## config.mk

```make
export PLATFORM = sky130hd
export DESIGN_NAME = at_response_parser_core
export DESIGN_NICKNAME = d
export VERILOG_FILES = /design/src/design/atrp_pkg.sv /design/src/design/at_response_parser_core.sv
export SDC_FILE = /design/constraint.sdc
export NUM_CORES = 2
export LEC_CHECK = 0
export BUFFER_PORTS_ARGS = -buffer_cell sky130_fd_sc_hd__buf_2
export CAP_MARGIN = 20
export CORE_ASPECT_RATIO = 1.5
export CORE_UTILIZATION = 47
export DETAILED_ROUTE_END_ITERATION = 10
export PLACE_DENSITY = 0.6
export RECOVER_POWER = 50
export SKIP_LAST_GASP = 1
export SYNTH_ARGS = -nofsm -noshare
export SYNTH_HDL_FRONTEND = slang
export SYNTH_MEMORY_MAX_BITS = 65536
export SYNTH_SLANG_ARGS = --single-unit
```

## constraint.sdc

```tcl
create_clock -name i_clk -period 29 [get_ports i_clk]
set_input_delay 1.45 -clock i_clk [delete_from_list [all_inputs] [get_ports i_clk]]
set_output_delay 1.45 -clock i_clk [all_outputs]
set_load 0.03 [all_outputs]
```

## src/design/atrp_pkg.sv

```systemverilog
// Package for the AT response parser: payload structs, status codes,
// parser state encoding and character constants. No dependencies.
`timescale 1ns / 1ps
`default_nettype none

package atrp_pkg;

    localparam int MAX_LINES_DEF  = 8;
    localparam int LINE_CHARS_DEF = 64;

    typedef enum logic [1:0] {
        ST_PROGRESS = 2'd0,
        ST_OK       = 2'd1,
        ST_ERROR    = 2'd2
    } t_status;

    // recogniser states, one-hot
    typedef enum logic [17:0] {
        PS_IDLE   = 18'h00001,
        PS_LF1    = 18'h00002,
        PS_BODY   = 18'h00004,
        PS_OK_K   = 18'h00008,
        PS_OK_CR  = 18'h00010,
        PS_OK_LF  = 18'h00020,
        PS_ER_R1  = 18'h00040,
        PS_ER_R2  = 18'h00080,
        PS_ER_O   = 18'h00100,
        PS_ER_R3  = 18'h00200,
        PS_ER_CR  = 18'h00400,
        PS_ER_LF  = 18'h00800,
        PS_INFO1  = 18'h01000,
        PS_INFO   = 18'h02000,
        PS_INFO_LF = 18'h04000,
        PS_NEXT   = 18'h08000,
        PS_NX_LF  = 18'h10000,
        PS_NX_SEL = 18'h20000
    } t_pstate;

    localparam logic [7:0]  CH_CR     = 8'h0D;
    localparam logic [7:0]  CH_LF     = 8'h0A;
    localparam logic [7:0]  CH_PR_LO  = 8'h20;
    localparam logic [7:0]  CH_PR_HI  = 8'h7E;
    localparam logic [7:0]  CH_O      = 8'h4F;
    localparam logic [7:0]  CH_K      = 8'h4B;
    localparam logic [7:0]  CH_E      = 8'h45;
    localparam logic [7:0]  CH_R      = 8'h52;
    localparam logic [7:0]  CH_PLUS   = 8'h2B;
    localparam logic [31:0] CMGL_WORD = 32'h434D474C;

    typedef struct packed {
        logic       mode;
        logic [7:0] rx_byte;
        logic       expect_text;
        logic [2:0] read_line;
        logic [5:0] read_pos;
    } t_in;

    typedef struct packed {
        logic [1:0] status;
        logic       ok_flag;
        logic [3:0] lines_stored;
        logic [7:0] read_char;
    } t_out;

endpackage

`default_nettype wire

```

## src/design/at_response_parser_core.sv

```systemverilog
// AT response parser top level: recogniser, line bookkeeping and line store memory.
// Depends on atrp_pkg.
`timescale 1ns / 1ps
`default_nettype none

//  channel | direction | handshake                  | payload
//  --------+-----------+----------------------------+--------------------------
//  in      | input     | i_in_valid / o_in_ready    | i_in_data  (atrp_pkg::t_in)
//  out     | output    | o_out_valid / i_out_ready  | o_out_data (atrp_pkg::t_out)
//
//  One request per cycle unless a result is stalled. Each result is registered and shows
//  in the cycle after acceptance; read data comes from the store's registered read port.
//  The store is written at the accepting edge of a feed request, so a later read
//  request always sees it; the same entry is never read and written in one cycle.
//  A stalled result holds; the next request is taken in the cycle it is drained.
//  Reset is synchronous; the line store needs no clearing pass (lengths gate reads).

module at_response_parser_core #(
    parameter int MAX_LINES  = atrp_pkg::MAX_LINES_DEF,
    parameter int LINE_CHARS = atrp_pkg::LINE_CHARS_DEF
) (
    input  wire            i_clk,
    input  wire            i_rst_n,
    input  wire            i_in_valid,
    output logic           o_in_ready,
    input  atrp_pkg::t_in  i_in_data,
    output logic           o_out_valid,
    input  wire            i_out_ready,
    output atrp_pkg::t_out o_out_data
);

    localparam int LIW   = (MAX_LINES > 1) ? $clog2(MAX_LINES) : 1;
    localparam int CNTW  = $clog2(MAX_LINES + 1);
    localparam int LENW  = $clog2(LINE_CHARS + 1);
    localparam int DEPTH = MAX_LINES * LINE_CHARS;
    localparam int AW    = $clog2(DEPTH);

    logic [7:0] mem [DEPTH];

    atrp_pkg::t_pstate r_state, n_state;
    logic [CNTW-1:0]   r_line_count;
    logic [LENW-1:0]   r_len [MAX_LINES];
    logic              r_cmgl [MAX_LINES];
    logic [23:0]       r_recent, n_recent;
    logic              r_ok, n_ok;
    logic              r_out_valid;
    logic [1:0]        r_status;
    logic              r_hit;
    logic [7:0]        r_rd_char;

    logic              w_accept, w_feed, w_read;
    logic [7:0]        w_ch;
    atrp_pkg::t_status w_status;
    logic              w_clear, w_put, w_put_zero;
    logic [7:0]        w_put_c;
    logic              w_printable, w_before, w_last;
    logic              w_has_line, w_room, w_is_cmgl;
    logic [LIW-1:0]    w_cur_idx, w_rd_idx;
    logic [LENW-1:0]   w_cur_len;
    logic [AW-1:0]     w_wr_addr, w_rd_addr;
    logic              w_wr_en, w_rd_ok;

    assign o_in_ready = !r_out_valid || i_out_ready;
    assign w_accept   = i_in_valid && o_in_ready;
    assign w_feed     = w_accept && !i_in_data.mode;
    assign w_read     = w_accept && i_in_data.mode;
    assign w_ch       = i_in_data.rx_byte;

    assign w_printable = (w_ch >= atrp_pkg::CH_PR_LO) && (w_ch <= atrp_pkg::CH_PR_HI);

    // current line bookkeeping
    assign w_has_line = 32'(r_line_count) < 32'(MAX_LINES);
    assign w_cur_idx  = LIW'(r_line_count);
    assign w_cur_len  = w_has_line ? r_len[w_cur_idx] : LENW'(0);
    assign w_room     = w_has_line && (32'(w_cur_len) < 32'(LINE_CHARS));
    assign w_wr_addr  = AW'(32'(w_cur_idx) * 32'(LINE_CHARS) + 32'(w_cur_len));
    assign w_is_cmgl  = (32'(w_cur_len) >= 32'd3) && ({r_recent, w_put_c} == atrp_pkg::CMGL_WORD);

    // CMGL flags of the last two closed lines
    assign w_before = (32'(r_line_count) > 32'd1) && r_cmgl[LIW'(r_line_count - CNTW'(2))];
    assign w_last   = (32'(r_line_count) > 32'd0) && r_cmgl[LIW'(r_line_count - CNTW'(1))];

    always_comb begin
        n_state  = r_state;
        n_ok     = r_ok;
        w_status = atrp_pkg::ST_PROGRESS;
        w_clear  = 1'b0;
        w_put    = 1'b0;
        w_put_zero = 1'b0;
        case (r_state)
            atrp_pkg::PS_IDLE: begin
                if (w_ch == atrp_pkg::CH_CR) n_state = atrp_pkg::PS_LF1;
                else w_status = atrp_pkg::ST_ERROR;
            end
            atrp_pkg::PS_LF1: begin
                if (w_ch == atrp_pkg::CH_LF) n_state = atrp_pkg::PS_BODY;
                else w_clear = 1'b1;
            end
            atrp_pkg::PS_BODY: begin
                if (i_in_data.expect_text) begin
                    w_put   = 1'b1;
                    n_state = atrp_pkg::PS_INFO;
                end else if (w_ch == atrp_pkg::CH_O) begin
                    n_state = atrp_pkg::PS_OK_K;
                end else if (w_ch == atrp_pkg::CH_E) begin
                    n_state = atrp_pkg::PS_ER_R1;
                end else if (w_ch == atrp_pkg::CH_PLUS) begin
                    w_put   = 1'b1;
                    n_state = atrp_pkg::PS_INFO1;
                end else begin
                    w_clear = 1'b1;
                end
            end
            atrp_pkg::PS_OK_K: begin
                if (w_ch == atrp_pkg::CH_K) begin
                    n_ok    = 1'b1;
                    n_state = atrp_pkg::PS_OK_CR;
                end else w_clear = 1'b1;
            end
            atrp_pkg::PS_OK_CR: begin
                if (w_ch == atrp_pkg::CH_CR) n_state = atrp_pkg::PS_OK_LF;
                else w_clear = 1'b1;
            end
            atrp_pkg::PS_OK_LF: begin
                if (w_ch == atrp_pkg::CH_LF) begin
                    w_put_zero = 1'b1;
                    n_state    = atrp_pkg::PS_IDLE;
                    w_status   = atrp_pkg::ST_OK;
                end else w_clear = 1'b1;
            end
            atrp_pkg::PS_ER_LF: begin
                // a bad byte here answers error but keeps everything
                if (w_ch == atrp_pkg::CH_LF) begin
                    w_put_zero = 1'b1;
                    n_state    = atrp_pkg::PS_IDLE;
                    w_status   = atrp_pkg::ST_OK;
                end else w_status = atrp_pkg::ST_ERROR;
            end
            atrp_pkg::PS_ER_R1: begin
                if (w_ch == atrp_pkg::CH_R) n_state = atrp_pkg::PS_ER_R2;
                else w_clear = 1'b1;
            end
            atrp_pkg::PS_ER_R2: begin
                if (w_ch == atrp_pkg::CH_R) n_state = atrp_pkg::PS_ER_O;
                else w_status = atrp_pkg::ST_ERROR;
            end
            atrp_pkg::PS_ER_O: begin
                if (w_ch == atrp_pkg::CH_O) n_state = atrp_pkg::PS_ER_R3;
                else w_clear = 1'b1;
            end
            atrp_pkg::PS_ER_R3: begin
                if (w_ch == atrp_pkg::CH_R) begin
                    n_ok    = 1'b0;
                    n_state = atrp_pkg::PS_ER_CR;
                end else w_clear = 1'b1;
            end
            atrp_pkg::PS_ER_CR: begin
                if (w_ch == atrp_pkg::CH_CR) n_state = atrp_pkg::PS_ER_LF;
                else w_clear = 1'b1;
            end
            atrp_pkg::PS_INFO1: begin
                if (w_printable) begin
                    w_put   = 1'b1;
                    n_state = atrp_pkg::PS_INFO;
                end else w_clear = 1'b1;
            end
            atrp_pkg::PS_INFO: begin
                if (w_printable) w_put = 1'b1;
                else if (w_ch == atrp_pkg::CH_CR) n_state = atrp_pkg::PS_INFO_LF;
                else w_clear = 1'b1;
            end
            atrp_pkg::PS_INFO_LF: begin
                if (w_ch == atrp_pkg::CH_LF) begin
                    w_put_zero = 1'b1;
                    n_state    = atrp_pkg::PS_NEXT;
                end else w_clear = 1'b1;
            end
            atrp_pkg::PS_NEXT: begin
                if (w_ch == atrp_pkg::CH_CR) begin
                    n_state = atrp_pkg::PS_NX_LF;
                end else if (w_ch == atrp_pkg::CH_PLUS && !w_before) begin
                    n_state = atrp_pkg::PS_INFO1;
                end else if (w_printable && w_last) begin
                    w_put   = 1'b1;
                    n_state = atrp_pkg::PS_INFO;
                end else w_clear = 1'b1;
            end
            atrp_pkg::PS_NX_LF: begin
                if (w_ch == atrp_pkg::CH_LF) n_state = atrp_pkg::PS_NX_SEL;
                else w_clear = 1'b1;
            end
            atrp_pkg::PS_NX_SEL: begin
                if (w_ch == atrp_pkg::CH_E) n_state = atrp_pkg::PS_ER_R1;
                else if (w_ch == atrp_pkg::CH_O) n_state = atrp_pkg::PS_OK_K;
                else if (w_ch == atrp_pkg::CH_PLUS) n_state = atrp_pkg::PS_INFO;
                else w_clear = 1'b1;
            end
            default: begin
                // unreachable code: drop the store, answer in progress
                w_clear = 1'b1;
            end
        endcase
        if (w_clear) begin
            n_state = atrp_pkg::PS_IDLE;
            if (r_state != atrp_pkg::PS_IDLE && (|(r_state & ~({18{1'b0}} | r_state)) == 1'b0)
                && (r_state == atrp_pkg::PS_IDLE || r_state == atrp_pkg::PS_LF1
                    || r_state == atrp_pkg::PS_BODY || r_state == atrp_pkg::PS_OK_K
                    || r_state == atrp_pkg::PS_OK_CR || r_state == atrp_pkg::PS_OK_LF
                    || r_state == atrp_pkg::PS_ER_R1 || r_state == atrp_pkg::PS_ER_O
                    || r_state == atrp_pkg::PS_ER_R3 || r_state == atrp_pkg::PS_ER_CR
                    || r_state == atrp_pkg::PS_INFO1 || r_state == atrp_pkg::PS_INFO
                    || r_state == atrp_pkg::PS_INFO_LF || r_state == atrp_pkg::PS_NEXT
                    || r_state == atrp_pkg::PS_NX_LF || r_state == atrp_pkg::PS_NX_SEL)) begin
                w_status = atrp_pkg::ST_ERROR;
            end
        end
    end

    // a stored zero closes the line like a line end
    assign w_put_c = w_put_zero ? 8'd0 : w_ch;
    assign w_wr_en = w_feed && !w_clear && (w_put || w_put_zero) && (w_put_c != 8'd0) && w_room;
    assign n_recent = (w_cur_len == LENW'(0)) ? {16'd0, w_put_c} : {r_recent[15:0], w_put_c};

    always_ff @(posedge i_clk) begin
        if (!i_rst_n) begin
            r_state      <= atrp_pkg::PS_IDLE;
            r_line_count <= '0;
            r_recent     <= '0;
            r_ok         <= 1'b0;
            for (int i = 0; i < MAX_LINES; i++) begin
                r_len[i]  <= '0;
                r_cmgl[i] <= 1'b0;
            end
        end else if (w_feed) begin
            r_ok <= n_ok;
            if (w_clear) begin
                r_state      <= atrp_pkg::PS_IDLE;
                r_line_count <= '0;
                r_recent     <= '0;
                for (int i = 0; i < MAX_LINES; i++) begin
                    r_len[i]  <= '0;
                    r_cmgl[i] <= 1'b0;
                end
            end else begin
                r_state <= n_state;
                if ((w_put || w_put_zero) && w_put_c == 8'd0) begin
                    if (w_has_line) r_line_count <= r_line_count + CNTW'(1);
                end else if (w_wr_en) begin
                    r_len[w_cur_idx] <= w_cur_len + LENW'(1);
                    r_recent         <= n_recent;
                    if (w_is_cmgl) r_cmgl[w_cur_idx] <= 1'b1;
                end
            end
        end
    end

    // read request: gate on line length, fetch from the store
    assign w_rd_idx  = LIW'(i_in_data.read_line);
    assign w_rd_ok   = (32'(i_in_data.read_line) < 32'(MAX_LINES))
                    && (32'(i_in_data.read_pos) < 32'(LINE_CHARS))
                    && (32'(i_in_data.read_pos) < 32'(r_len[w_rd_idx]));
    assign w_rd_addr = AW'(32'(w_rd_idx) * 32'(LINE_CHARS) + 32'(i_in_data.read_pos));

    always_ff @(posedge i_clk) begin
        if (w_wr_en) mem[w_wr_addr] <= w_put_c;
        if (w_read) r_rd_char <= mem[w_rd_addr];
    end

    always_ff @(posedge i_clk) begin
        if (!i_rst_n) begin
            r_out_valid <= 1'b0;
        end else if (w_accept) begin
            r_out_valid <= 1'b1;
        end else if (i_out_ready) begin
            r_out_valid <= 1'b0;
        end
    end

    always_ff @(posedge i_clk) begin
        if (w_accept) begin
            r_status <= i_in_data.mode ? atrp_pkg::ST_PROGRESS : w_status;
            r_hit    <= i_in_data.mode && w_rd_ok;
        end
    end

    // ok flag and line count are only updated at an accepting edge, so they
    // remain the post-request values while a result waits
    assign o_out_valid             = r_out_valid;
    assign o_out_data.status       = r_status;
    assign o_out_data.ok_flag      = r_ok;
    assign o_out_data.lines_stored = 4'(r_line_count);
    assign o_out_data.read_char    = r_hit ? r_rd_char : 8'd0;

    a_count_bound: assert property (@(posedge i_clk) disable iff (!i_rst_n)
        32'(r_line_count) <= 32'(MAX_LINES))
        else $error("line count beyond limit");

    a_len_bound: assert property (@(posedge i_clk) disable iff (!i_rst_n)
        32'(w_cur_len) <= 32'(LINE_CHARS))
        else $error("line length beyond limit");

    a_stall_blocks: assert property (@(posedge i_clk) disable iff (!i_rst_n)
        (o_out_valid && !i_out_ready) |-> !o_in_ready)
        else $error("request taken while result stalled");

    a_read_status: assert property (@(posedge i_clk) disable iff (!i_rst_n)
        w_read |=> (o_out_valid && o_out_data.status == atrp_pkg::ST_PROGRESS))
        else $error("read request gave a ready status");

    a_char_only_read: assert property (@(posedge i_clk) disable iff (!i_rst_n)
        (o_out_valid && o_out_data.read_char != 8'd0)
        |-> o_out_data.status == atrp_pkg::ST_PROGRESS)
        else $error("character returned with a feed result");

endmodule

`default_nettype wire

```

==> metrics.md <==
| Metric | Value |
|---|---|
| Outcome | complete, but fails checks |
| Failing checks | capacitance limit, slew limit |
| Setup Buffers After CTS | 0 |
| Area of the multi-input gates | 35400 um^2 |
| Final worst-path cycle share | 56.0% |
| Slew @ Worst Pin | 9.34 ns |
| CP max stage delay | 5.34 ns |
| Commonest cells after routing, fill and taps aside | edfxtp_1 (4163), mux4_2 (1056), nor2_1 (620) |
| Post-synth EDFFs | 4163 |
| Hold Slack | 0.489 ns |
| CTS HTree Levels | 5 |
| Synth Flop Type | edfxtp_1 |
| Crit start category | input port |
| Final Critical Period | 16.23 ns |
| Netlist cell types | 74 |
| Syn nets | 7751 |
| Die ar. | 350000 um^2 |
| Final Wtd Congestion | 0.850 |
| PortBufs | 39 |
| Most common cell after layout, fill and taps aside | edfxtp_1 |
| Fin nets | 7787 |
| Detail-routed via count per cell | 6.21 |
| Pin count of the biggest net entering global routing | 224 |
| Seq/Total Area, Yosys | 77.2% |
| Die Span Y | 724 um |
| P_leak | 54.2 nW |
| Post-cts hold buffer count | 0 |
| Seq cells post-synth | 4222 |
| Post-DRT Antenna Nets | 0 |
| Final wirelength | 398000 um |
| TritonCTS buffer count | 376 |
| Clock Sinks | 4222 |
| Placeable Area | 345000 um^2 |
| WL/cell | 31.6 um |
| Clock insertion delay at the later pin of the skew report | 0.93 ns |
| Layout cells sized above 1 | 22.1% |
| Worst min path class | reg -> reg |
| CP Buf/Inv Count | 3 |
| Max_cap viols | 42 |
| Number of endpoints failing setup at the final stage | 0 |
| CP Cell Sequence | clkbuf_1 -> or3_1 -> nor4_1 -> o21ai_0 -> and2_0 -> clkbuf_1 -> clkbuf_1 |
| Setup_tns | 0 ns |
| Max Clock Freq | 0.0616 GHz |
| Initial DRC count | 8191 |
| Die span in x | 484 um |
| CP max FO | 172 |
| PostCTS Resize Cnt | 0 |
| Antenna violations before repair | 15 |
| Syn Area/Cell | 21.2 um^2 |
| Io pins | 40 |
| CTS clk-pin slew, worst paths | 0.06 ns |
| Slowest CP cell | clkbuf_1 |
| Crit path DAT | 16.38 ns |
| Critical path class | in -> reg |
| RSZ-0062 raised after global routing | no |
| Core Rows | 264 |
| Drt pass-1 iters | 5 |
| Hpwl dp | 234000 um |
| P per Cell Area | 67.9 nW/um^2 |
| DRC | 0 |
| Total GRT Usage | 22.7% |
| CP most frequent cell | clkbuf_1 |
| Crit path capture type | flip-flop |
| Vias | 78000 |
| WP data required | 29.15 ns |
| TritonCTS clock tree | yes |
| Post-synthesis async set-or-reset flop share | 0% |
| Worst slew margin | -523% |
| Register Area | 126000 um^2 |
| CTS root buf | clkbuf_16 |
| First-pass GRT wire length | 578000 um |
| Gr ovfl total | 0 |
| Vias in the first global route | 81700 |
| Skew final | 0.0526 ns |
| Hold Violations, Final | 0 |
| Syn. warnings | 0 |
| CTS max path bufs | 4 |
| P&R area growth vs syn | 10.5% |
| Crit path max-delay family | buffers and inverters |
| Syn Inst Count | 7710 |
| Fillers | 26500 |
| Synthesized cell area | 163000 um^2 |
| Initial core utilization | 47.4% |
| Max-slew violations | 3997 |
| VDD IR-drop max | 0.0565 mV |
==> path summary, 6_finish.rpt <==
check                                             start                   end  slack [ns]  cells after the start
worst min register to register        r_cmgl[7]$_DFF_P_     r_cmgl[7]$_DFF_P_        0.49                      1
worst max-delay path                      i_in_data[14]  mem[26][3]$_DFFE_PP_       12.77                      7
worst min-delay path                  r_cmgl[7]$_DFF_P_     r_cmgl[7]$_DFF_P_        0.49                      1
worst max register to register  r_state[4]$_SDFFE_PN0P_  mem[26][3]$_DFFE_PP_       18.17                      7
==> state kept, by name (all words and copies together), names as in the netlist, 2 cells and up, named ones only <==
name          flops
r_line_count      4
r_state          18
r_len            56
r_status          2
mem            4096
r_recent         24
r_cmgl            8
r_rd_char         8
==> per-stage QoR <==
| step | instances | area (um^2) | power, W | worst slack [ns] | utilization, % |
|---|---|---|---|---|---|
| 6_report | 12600 | 181000 | 0.0123 | 12.77 | 52.3 |
| 5_1_grt | 12600 | 181000 | 0.0126 | 11.43 | 52.3 |
| 4_1_cts | 12600 | 181000 | 0.0123 | 19.59 | 52.4 |
| 3_5_place_dp | 11900 | 169000 | 0.00739 | 18.60 | 48.9 |
| 3_3_place_gp | 11900 | 169000 | 0.00738 | 18.61 | 48.9 |
| 2_1_floorplan | 7710 | 163000 | 0.00723 | 17.82 | - |
==> layer usage <==
metal	vias up	share of wire, %	track usage, %
met3	647	6.0	3.10
met5	-	0.016	0
met2	2760	52	39.6
li1	32600	-	-
met4	8	3.8	8.16
met1	42000	38	28.9
==> power breakdown <==
part / internal [W] / total (W) / switching (W)
Combinational: 0.000186 / 0.000545 / 0.000359
Clock: 0.00278 / 0.00499 / 0.00221
Sequential: 0.00672 / 0.00673 / 0.00000336
==> worst reg2reg max path, cell delays in order, from the launching register on <==
cell and delay, ns:
dfxtp_1 0.65, nor4_4 0.16, and4_4 0.26, and4b_1 0.29
o21ai_0 0.27, and2_0 3.03, clkbuf_1 2.48, clkbuf_1 2.80
==> logic make-up after synthesis <==
kind of cell / count (synthesis) / share of synthesized area, %
AO/OA/AOI/OAI: 853 / 3.90
XOR/XNOR: 13 / 0.0697
buffers and inverters: 527 / 1.31
adder cells (fa/ha/maj): 18 / 0.138
AND/OR/NAND/NOR: 1005 / 2.74
multiplexers: 1072 / 14.6
flip-flops: 4222 / 77.2
==> cell usage after synthesis, types with 5 or more instances <==
cell type,n,area [um^2]
a211oi_1,9,67.6
a21oi_1,128,641
a221oi_1,144,1260
a22o_1,147,1290
a22oi_1,229,1720
a31o_2,17,149
and2_1,19,119
and3_1,14,87.6
and4b_1,6,60.1
buf_1,68,255
buf_2,98,490
buf_4,6,45.0
clkbuf_1,341,1280
dfxtp_1,59,1180
edfxtp_1,4163,125000
ha_1,18,225
inv_1,10,37.5
mux2i_1,15,150
mux4_2,1056,23800
nand2_1,109,409
nand2b_1,13,81.3
nand3_1,27,135
nand3b_1,7,52.6
nand4_1,26,163
nand4b_1,5,43.8
nor2_1,621,2330
nor2b_1,13,81.3
nor3_1,89,445
nor4_1,11,68.8
nor4b_1,5,43.8
o211ai_1,12,90.1
o21ai_0,35,175
o21ai_2,10,87.6
o22ai_1,81,507
o2bb2ai_1,9,78.8
o41ai_1,9,78.8
or2_2,6,37.5
or3b_1,8,70.1
xnor2_1,8,70.1
xor2_1,5,43.8
==> final cells by class <==
class                           count  share of cell area (%)
Sequential cell                  4222                    69.9
Multi-Input combinational cell   2961                    19.6
Clock buffer                      466                    5.54
Tap cell                         4522                    3.13
Clock inverter                    211                    1.14
Timing Repair Buffer              173                   0.660
Inverter                           12                  0.0249
Antenna cell                        2                 0.00277
(Power assumes the default switching activity.)
